--- config.mk ---
export PLATFORM = sky130hd
export DESIGN_NAME = keyed_route_table
export DESIGN_NICKNAME = d
export VERILOG_FILES = /design/src/hdl/krt_pkg.sv /design/src/hdl/krt_ram.sv /design/src/hdl/krt_scan.sv /design/src/hdl/keyed_route_table.sv
export SDC_FILE = /design/constraint.sdc
export NUM_CORES = 2
export LEC_CHECK = 0
export BUFFER_PORTS_ARGS = -buffer_cell sky130_fd_sc_hd__buf_2
export CAP_MARGIN = 10
export CORE_MARGIN = 1
export CORE_UTILIZATION = 30
export DETAILED_ROUTE_END_ITERATION = 10
export GPL_TIMING_DRIVEN = 0
export PLACE_DENSITY = 0.51
export SETUP_SLACK_MARGIN = 0.05
export SLEW_MARGIN = 20
export SYNTH_ARGS = -nofsm -noshare
export SYNTH_HDL_FRONTEND = slang
export SYNTH_MEMORY_MAX_BITS = 65536
export SYNTH_SLANG_ARGS = --single-unit
export TNS_END_PERCENT = 50
--- constraint.sdc ---
create_clock -name clock -period 17.1 [get_ports clock]
set_input_delay 0 -clock clock [delete_from_list [all_inputs] [get_ports clock]]
set_output_delay 0 -clock clock [all_outputs]
set_load 0.02 [all_outputs]
--- src/hdl/krt_pkg.sv ---
// Shared types and codes for the keyed route table.
package krt_pkg;

   localparam int OP_W     = 2;
   localparam int STATUS_W = 3;
   localparam int COUNT_W  = 6;
   localparam int ADDR_W   = 32;
   localparam int NODE_W   = 16;
   localparam int DIST_W   = 24;

   localparam logic [OP_W-1:0] OP_INSERT      = 2'd0;
   localparam logic [OP_W-1:0] OP_DELETE      = 2'd1;
   localparam logic [OP_W-1:0] OP_LOOKUP_ID   = 2'd2;
   localparam logic [OP_W-1:0] OP_LOOKUP_ADDR = 2'd3;

   localparam logic [STATUS_W-1:0] STATUS_OK        = 3'd0;
   localparam logic [STATUS_W-1:0] STATUS_SELF      = 3'd1;
   localparam logic [STATUS_W-1:0] STATUS_EXISTS    = 3'd2;
   localparam logic [STATUS_W-1:0] STATUS_FULL      = 3'd3;
   localparam logic [STATUS_W-1:0] STATUS_NOT_FOUND = 3'd4;

   // Route payload held beside the key in each table row.
   typedef struct packed {
      logic [NODE_W-1:0] km_id;
      logic [ADDR_W-1:0] dest_addr;
      logic [DIST_W-1:0] distance;
      logic [ADDR_W-1:0] next_hop_addr;
      logic [NODE_W-1:0] next_hop;
   } route_type;

   localparam int ROUTE_W = $bits(route_type);

   // Outcome flags of one scan over the table.
   typedef struct packed {
      logic key_hit;
      logic free_hit;
      logic addr_hit;
   } scan_flags_type;

endpackage

--- src/hdl/krt_ram.sv ---
// Generic single-port RAM with registered read data.
module krt_ram #(
   parameter int WIDTH = 8,
   parameter int DEPTH = 16
) (
   input  logic                     clock,
   input  logic                     wr_en,
   input  logic [$clog2(DEPTH)-1:0] addr,
   input  logic [WIDTH-1:0]         wr_data,
   output logic [WIDTH-1:0]         rd_data
);

   logic [WIDTH-1:0] mem_ff [DEPTH];
   logic [WIDTH-1:0] rd_data_ff;

   always_ff @(posedge clock) begin
      if (wr_en) begin
         mem_ff[addr] <= wr_data;
      end
      rd_data_ff <= mem_ff[addr];
   end

   assign rd_data = rd_data_ff;

endmodule

--- src/hdl/krt_scan.sv ---
// Compare unit that inspects one table row per cycle and keeps the scan results.
module krt_scan #(
   parameter int ENTRIES = 32,
   parameter int ID_BITS = 16
) (
   input  logic                           clock,
   input  logic                           reset,
   input  logic                           start,
   input  logic [krt_pkg::OP_W-1:0]       op,
   input  logic [ID_BITS-1:0]             key,
   input  logic [krt_pkg::ADDR_W-1:0]     search_addr,
   input  logic                           rd_valid,
   input  logic [$clog2(ENTRIES)-1:0]     rd_idx,
   input  logic                           row_valid,
   input  logic [ID_BITS-1:0]             row_dest,
   input  krt_pkg::route_type             row_route,
   output krt_pkg::scan_flags_type        flags,
   output logic [$clog2(ENTRIES)-1:0]     key_idx,
   output logic [$clog2(ENTRIES)-1:0]     free_idx,
   output logic [ID_BITS-1:0]             sel_dest,
   output krt_pkg::route_type             sel_route
);
   import krt_pkg::*;

   localparam int IDX_W = $clog2(ENTRIES);

   scan_flags_type   flags_ff, flags_in;
   logic [IDX_W-1:0] key_idx_ff, key_idx_in;
   logic [IDX_W-1:0] free_idx_ff, free_idx_in;
   logic [ID_BITS-1:0] sel_dest_ff, sel_dest_in;
   route_type        sel_route_ff, sel_route_in;

   logic key_match;
   logic addr_match;
   logic key_first;
   logic addr_better;
   logic capture;

   always_comb begin
      key_match   = rd_valid && row_valid && (row_dest == key);
      addr_match  = rd_valid && row_valid && (row_route.dest_addr == search_addr);
      key_first   = key_match && !flags_ff.key_hit;
      addr_better = addr_match && (!flags_ff.addr_hit || (row_dest < sel_dest_ff));
      capture     = (op == OP_LOOKUP_ADDR) ? addr_better : key_first;

      flags_in     = flags_ff;
      key_idx_in   = key_idx_ff;
      free_idx_in  = free_idx_ff;
      sel_dest_in  = sel_dest_ff;
      sel_route_in = sel_route_ff;

      if (start) begin
         flags_in = '0;
      end else begin
         if (key_first) begin
            flags_in.key_hit = 1'b1;
            key_idx_in       = rd_idx;
         end
         if (rd_valid && !row_valid && !flags_ff.free_hit) begin
            flags_in.free_hit = 1'b1;
            free_idx_in       = rd_idx;
         end
         if (addr_match) begin
            flags_in.addr_hit = 1'b1;
         end
         if (capture) begin
            sel_dest_in  = row_dest;
            sel_route_in = row_route;
         end
      end
   end

   always_ff @(posedge clock) begin
      if (reset) begin
         flags_ff <= '0;
      end else begin
         flags_ff <= flags_in;
      end
      key_idx_ff   <= key_idx_in;
      free_idx_ff  <= free_idx_in;
      sel_dest_ff  <= sel_dest_in;
      sel_route_ff <= sel_route_in;
   end

   assign flags     = flags_ff;
   assign key_idx   = key_idx_ff;
   assign free_idx  = free_idx_ff;
   assign sel_dest  = sel_dest_ff;
   assign sel_route = sel_route_ff;

endmodule

--- src/hdl/keyed_route_table.sv ---
// Top level of the keyed route table: sequencer, table RAM, compare unit and result register.
// Each item runs through the scan of every RAM row, one row per cycle, then the drain and done
// states; a new item is accepted only in the idle state, after the previous result is committed.
// A finished result may wait in the output register while the next item is accepted.
// Reset is synchronous and active high; afterwards a clearing pass that writes every row
// empties the table, during which no item is accepted (configuration writes still are).
module keyed_route_table #(
   parameter int ENTRIES = 32,
   parameter int ID_BITS = 16
) (
   input  logic         clock,
   input  logic         reset,
   // Configuration: local node id.
   input  logic         csr_wr_en,
   input  logic [15:0]  csr_wr_data,
   // Request channel.
   input  logic         req_tvalid,
   output logic         req_tready,
   // tdata from bit 0: dest_id[15:0], next_hop_id[31:16], next_hop_addr[63:32],
   // hop_distance[87:64], dest_addr[119:88], dest_km_id[135:120].
   input  logic [135:0] req_tdata,
   // tuser: operation[1:0].
   input  logic [1:0]   req_tuser,
   // Response channel.
   output logic         rsp_tvalid,
   input  logic         rsp_tready,
   // tdata from bit 0: found_dest_id[15:0], found_next_hop_id[31:16],
   // found_next_hop_addr[63:32], found_distance[87:64], found_dest_addr[119:88],
   // found_km_id[135:120], entry_count[141:136], zero padding[143:142].
   output logic [143:0] rsp_tdata,
   // tuser: status[2:0].
   output logic [2:0]   rsp_tuser
);
   import krt_pkg::*;

   localparam int IDX_W = $clog2(ENTRIES);
   localparam int CNT_W = $clog2(ENTRIES + 1);
   localparam int ROW_W = 1 + ROUTE_W + ID_BITS;

   // Sequencer states.
   localparam logic [2:0] ST_CLEAR = 3'd0;
   localparam logic [2:0] ST_IDLE  = 3'd1;
   localparam logic [2:0] ST_SCAN  = 3'd2;
   localparam logic [2:0] ST_DRAIN = 3'd3;
   localparam logic [2:0] ST_DONE  = 3'd4;

   logic [2:0]       state_ff, state_in;
   logic [IDX_W-1:0] addr_ff, addr_in;
   logic             rd_pend_ff, rd_pend_in;
   logic [IDX_W-1:0] rd_idx_ff, rd_idx_in;
   logic [CNT_W-1:0] cnt_ff, cnt_in;
   logic [15:0]      local_ff;

   // The item under work.
   logic [OP_W-1:0]    op_ff;
   logic [ID_BITS-1:0] key_ff;
   route_type          route_ff;

   logic             rsp_valid_ff, rsp_valid_in;
   logic [2:0]       rsp_status_ff;
   logic [143:0]     rsp_data_ff;

   logic             accept;
   logic             out_free;
   logic             commit;

   // RAM port.
   logic             ram_we;
   logic [IDX_W-1:0] ram_addr;
   logic [ROW_W-1:0] ram_wdata;
   logic [ROW_W-1:0] ram_rdata;

   // Scan results.
   scan_flags_type     flags;
   logic [IDX_W-1:0]   key_idx;
   logic [IDX_W-1:0]   free_idx;
   logic [ID_BITS-1:0] sel_dest;
   route_type          sel_route;

   // Decision taken at the end of the scan.
   logic [2:0]         status_d;
   logic               wr_need;
   logic [IDX_W-1:0]   wr_idx;
   logic [ROW_W-1:0]   wr_row;
   logic [CNT_W-1:0]   cnt_next;
   logic               hit;
   logic [ID_BITS-1:0] req_key;
   logic [31:0]        key32;
   logic [5:0]         count_out;
   logic [15:0]        out_dest;
   route_type          out_route;

   assign req_tready = (state_ff == ST_IDLE);
   assign accept     = req_tvalid && req_tready;
   assign out_free   = !rsp_valid_ff || rsp_tready;
   assign commit     = (state_ff == ST_DONE) && out_free;
   assign req_key    = ID_BITS'(req_tdata[15:0]);
   assign key32      = 32'(key_ff);

   krt_ram #(
      .WIDTH(ROW_W),
      .DEPTH(ENTRIES)
   ) u_table (
      .clock  (clock),
      .wr_en  (ram_we),
      .addr   (ram_addr),
      .wr_data(ram_wdata),
      .rd_data(ram_rdata)
   );

   krt_scan #(
      .ENTRIES(ENTRIES),
      .ID_BITS(ID_BITS)
   ) u_scan (
      .clock      (clock),
      .reset      (reset),
      .start      (accept),
      .op         (op_ff),
      .key        (key_ff),
      .search_addr(route_ff.dest_addr),
      .rd_valid   (rd_pend_ff),
      .rd_idx     (rd_idx_ff),
      .row_valid  (ram_rdata[ROW_W-1]),
      .row_dest   (ram_rdata[ID_BITS-1:0]),
      .row_route  (route_type'(ram_rdata[ID_BITS +: ROUTE_W])),
      .flags      (flags),
      .key_idx    (key_idx),
      .free_idx   (free_idx),
      .sel_dest   (sel_dest),
      .sel_route  (sel_route)
   );

   // Outcome of the operation once every row has been inspected.
   always_comb begin
      status_d = STATUS_OK;
      wr_need  = 1'b0;
      wr_idx   = key_idx;
      wr_row   = '0;
      cnt_next = cnt_ff;
      hit      = 1'b0;
      unique case (op_ff)
         OP_INSERT: begin
            if ((key32 == 32'(local_ff)) && (route_ff.next_hop == local_ff)) begin
               status_d = STATUS_SELF;
            end else if (flags.key_hit) begin
               status_d = STATUS_EXISTS;
            end else if (!flags.free_hit) begin
               status_d = STATUS_FULL;
            end else begin
               wr_need  = 1'b1;
               wr_idx   = free_idx;
               wr_row   = {1'b1, route_ff, key_ff};
               cnt_next = cnt_ff + CNT_W'(1);
            end
         end
         OP_DELETE: begin
            if (!flags.key_hit) begin
               status_d = STATUS_NOT_FOUND;
            end else begin
               // The cleared row keeps no payload; only its valid bit matters.
               wr_need = 1'b1;
               if (cnt_ff != '0) begin
                  cnt_next = cnt_ff - CNT_W'(1);
               end
            end
         end
         OP_LOOKUP_ID: begin
            hit = flags.key_hit;
            if (!flags.key_hit) begin
               status_d = STATUS_NOT_FOUND;
            end
         end
         OP_LOOKUP_ADDR: begin
            hit = flags.addr_hit;
            if (!flags.addr_hit) begin
               status_d = STATUS_NOT_FOUND;
            end
         end
         default: begin
            status_d = STATUS_OK;
         end
      endcase
   end

   // Found fields are zero unless a lookup hit; the count saturates at its field width.
   always_comb begin
      out_dest  = hit ? 16'(sel_dest) : '0;
      out_route = hit ? sel_route : '0;
      count_out = (32'(cnt_next) > 32'd63) ? 6'd63 : 6'(cnt_next);
   end

   // RAM port sharing: clearing pass and scan use the sequencer address, the final
   // write uses the chosen slot.
   always_comb begin
      ram_we    = 1'b0;
      ram_addr  = addr_ff;
      ram_wdata = '0;
      unique case (state_ff)
         ST_CLEAR: begin
            ram_we = 1'b1;
         end
         ST_DONE: begin
            ram_we    = commit && wr_need;
            ram_addr  = wr_idx;
            ram_wdata = wr_row;
         end
         default: begin
            ram_we = 1'b0;
         end
      endcase
   end

   // Sequencer.
   always_comb begin
      state_in     = state_ff;
      addr_in      = addr_ff;
      rd_pend_in   = 1'b0;
      rd_idx_in    = addr_ff;
      cnt_in       = cnt_ff;
      rsp_valid_in = rsp_valid_ff && !rsp_tready;
      unique case (state_ff)
         ST_CLEAR: begin
            if (addr_ff == IDX_W'(ENTRIES - 1)) begin
               state_in = ST_IDLE;
               addr_in  = '0;
            end else begin
               addr_in = addr_ff + IDX_W'(1);
            end
         end
         ST_IDLE: begin
            if (accept) begin
               state_in = ST_SCAN;
               addr_in  = '0;
            end
         end
         ST_SCAN: begin
            rd_pend_in = 1'b1;
            if (addr_ff == IDX_W'(ENTRIES - 1)) begin
               state_in = ST_DRAIN;
            end else begin
               addr_in = addr_ff + IDX_W'(1);
            end
         end
         ST_DRAIN: begin
            state_in = ST_DONE;
         end
         ST_DONE: begin
            if (commit) begin
               state_in     = ST_IDLE;
               cnt_in       = cnt_next;
               rsp_valid_in = 1'b1;
            end
         end
         default: begin
            state_in = ST_IDLE;
         end
      endcase
   end

   always_ff @(posedge clock) begin
      if (reset) begin
         state_ff     <= ST_CLEAR;
         addr_ff      <= '0;
         rd_pend_ff   <= 1'b0;
         cnt_ff       <= '0;
         local_ff     <= '0;
         rsp_valid_ff <= 1'b0;
      end else begin
         state_ff     <= state_in;
         addr_ff      <= addr_in;
         rd_pend_ff   <= rd_pend_in;
         cnt_ff       <= cnt_in;
         rsp_valid_ff <= rsp_valid_in;
         if (csr_wr_en) begin
            local_ff <= csr_wr_data;
         end
      end
   end

   // Item and result payload registers.
   always_ff @(posedge clock) begin
      rd_idx_ff <= rd_idx_in;
      if (accept) begin
         op_ff                  <= req_tuser;
         key_ff                 <= req_key;
         route_ff.next_hop      <= req_tdata[31:16];
         route_ff.next_hop_addr <= req_tdata[63:32];
         route_ff.distance      <= req_tdata[87:64];
         route_ff.dest_addr     <= req_tdata[119:88];
         route_ff.km_id         <= req_tdata[135:120];
      end
      if (commit) begin
         rsp_status_ff <= status_d;
         rsp_data_ff   <= {2'b00, count_out, out_route.km_id, out_route.dest_addr,
                           out_route.distance, out_route.next_hop_addr,
                           out_route.next_hop, out_dest};
      end
   end

   assign rsp_tvalid = rsp_valid_ff;
   assign rsp_tdata  = rsp_data_ff;
   assign rsp_tuser  = rsp_status_ff;

endmodule

==> impl_metrics.toml <==
[status]
status = "finished, violations left"
violations = "DRC"

[floorplanning]
die-height_um = 790
ios = 308
num_rows = 289
initial_core_util_pct = 30.1
dieArea_mm2 = 0.624
core_mm2 = 0.619
die_w_um = 790

[routing]
drt-met1-wl_um = 250000
dr_wl_met3_um = 39100
drc_errors = 59
routed.top_layer = "met5"
drt_pre_antenna_iters = 11
wirelength_um = 602000
met2_length_um = 290000
detail_route.wl_per_cell_um = 29.7
drt_iter0_drc = 10800
final_antenna_net_count = 0
via_count = 101000
viasPerCell = 4.98

[power]
power_density_mw_per_mm2 = 115
power_leakage_uw = 0.0746
ir_worst_vdd_uv = 108

[grt]
grt_pass1_vias = 97600
antenna_found_initial = 55
grt.overflow.total = 0
grt_max_degree = 41
grt.total_usage_pct = 18.6
grt_pass1_wl_um = 810000

[finish]
drive_gt1_share_pct = 15.5
fillCellCount = 57400
final_common_cell = "edfxtp_1"
final_nets = 11700
area_growth_pct = 22.1
mostFrequentLayoutCells = "edfxtp_1, mux2i_1, o22ai_1"

[placement]
place.detailed.hpwl_um = 414000
io_buffers = 304
place_congestion = 0.786
post-place-ws_ns = 10.29

[timing]
period_needed_ns = 6.93
max_freq_mhz = 144
finalSetupViolCount = 0
rsz0062_at_grt = "false"
slew_violations = 0
finalHoldViolations = 0
fin_ws_ns = 10.17
slew_headroom_pct = 15.4
finalClockSkew_ns = 0.0620
setup_tns_ns = 0
tightest_slew_ns = 1.27
fin_crit_sh_pct = 40.6

[synthesis]
avgSynthCellArea_um2 = 18.8
synth-async-reset-ratio_pct = 0
synth_cell_types = 51
yosysTopAreaCell = "edfxtp_1"
synth_top_area_share_pct = 77.6
ys_ff_latch = 4990
synth_compound_area_share_pct = 3.91
synth.yosys.warnings = 0
synthMuxAreaShare_pct = 11.9
synth_area_leaders = "edfxtp_1, mux2i_1, o22ai_1, dfxtp_1, nor4_1"
synth-seq-area-share_pct = 79.5
synth_edf_count = 4813
synthFlopType = "edfxtp_1"
synthXorXnorAreaFrac_pct = 0.343
synth_top_family_by_area = "multiplexers"
synthesis.area_mm2 = 0.186
syn_inst = 9924
yosys.area_share.simple_pct = 2.61
synthAdderAreaFrac_pct = 0.161

[worst_setup_path]
crit_required_ns = 17.84
critical_path.max_fanout = 14
critical_path_arrival_ns = 7.67
cp-start-kind = "flop"
cp-end-kind = "flop"
path_class = "flop to flop"

[clocking]
clockBufferDepth = 4
cts_inserted_buffers = 531
cts-root-buf = "clkbuf_16"
cts_setup_buffers = 0
cts_sinks = 4990
clk_pin_slew_ns = 0.06
htreeDepth = 6
clk_latency_ns = 1.07
cts_tree = "done"

[min_path]
holdCritPathClass = "input port to flop"

[flow_run]
cap_violations = 0
==> kinds of logic after synthesis <==
family | Yosys count
DFF | 4990
muxes | 2221
AOI/OAI and AO/OA | 1160
and+or+nand+nor | 880
buffers and inverters | 575
xor gates and xnor gates | 73
adders and majority gates | 24
other | 1
==> synthesized netlist by cell type (25+ instances only) <==
cell type and instances:
xor2_1 62, buf_1 29, edfxtp_1 4813, nand2_1 158
buf_2 129, dfxtp_1 177, and3_1 145, mux2i_1 2218
nor2_1 96, nor2b_1 130, clkbuf_1 306, buf_6 75
nor4_1 288, inv_1 25, o22ai_1 1099, nand4_1 26
==> metal layers <==
layer	GRT usage, %	vias up
met5	0	-
met4	6.34	14
met3	2.78	947
met2	31.3	3970
met1	24.5	52500
li1	-	43400
==> path summary, 6_finish.rpt <==
check	start	to	slack, ns	cells past startpoint
worst max-delay path	route_ff[15]	u_table.mem_ff[6][61]	10.17	18
worst min-delay path	req_tvalid	addr_ff[2]	0.09	5
worst max register to register	route_ff[15]	u_table.mem_ff[6][61]	10.17	18
worst min register to register	u_table.rd_data[28]	u_scan.sel_route[12]	0.40	0
==> flip-flops by register name (all words and copies together) (netlist names), 6 cells and up <==
name,cells
cnt_ff,6
key_ff,16
local_ff,16
route_ff,120
rsp_tdata,142
u_scan.sel_dest,16
u_scan.sel_route,120
u_table.mem_ff,4384
u_table.rd_data,137
==> where the power goes <==
| part | total, uW | leakage (uW) | internal [uW] | switching (uW) |
|---|---|---|---|---|
| Combinational | 1600 | 0.0193 | 575 | 1020 |
| Sequential | 13500 | 0.0472 | 13500 | 76.4 |
| Clock | 11000 | 0.00802 | 6210 | 4840 |
| Total | 26200 | 0.0746 | 20200 | 5940 |
==> worst max-delay path, stage by stage, from the launching register on <==
cell and delay [ns]:
edfxtp_1 0.66, and3_1 0.23, o211ai_1 0.13, or4_1 0.59, o21ba_1 0.22, buf_6 0.16, mux2_4 0.21, mux2_2 0.24
buf_6 0.19, buf_6 0.21, buf_2 0.59, buf_2 0.68, nand2_1 0.67, nor2_4 0.80, buf_16 0.25, buf_16 0.17
buf_16 0.17, buf_16 0.18, buf_12 0.18
==> final cells by class <==
class / instances / area (um^2) / area share [%]
Tap cell: 8293 / 10400 / 4.56
Multi-Input combinational cell: 4360 / 35700 / 15.7
Timing Repair Buffer: 1040 / 13700 / 6.02
Sequential cell: 4990 / 148000 / 65.1
Inverter: 25 / 93.8 / 0.0413
Clock inverter: 250 / 1920 / 0.842
Buffer: 550 / 2980 / 1.31
Antenna cell: 40 / 100 / 0.0440
Clock buffer: 706 / 14500 / 6.37
==> per-stage QoR <==
stage / hold slack, ns / util (%) / total power (uW) / instances / area [um^2]
detailed placement: 0.178 / 33.5 / 15300 / 18900 / 207000
finish: 0.0861 / 36.7 / 26200 / 20300 / 227000
global route: 0.133 / 36.7 / 26900 / 20200 / 227000
global placement: 0.178 / 32.0 / 15300 / 18500 / 198000
floorplan: 0.0989 / - / 14600 / 9925 / 186000
CTS: 0.0280 / 36.7 / 26400 / 20200 / 227000
==> what timing repair did <==
item                      CTS  global route
hold endpoints to repair  229             0
resized for setup           0             0
hold buffers              348             0
Note: power is estimated with default switching activity, not from simulation.
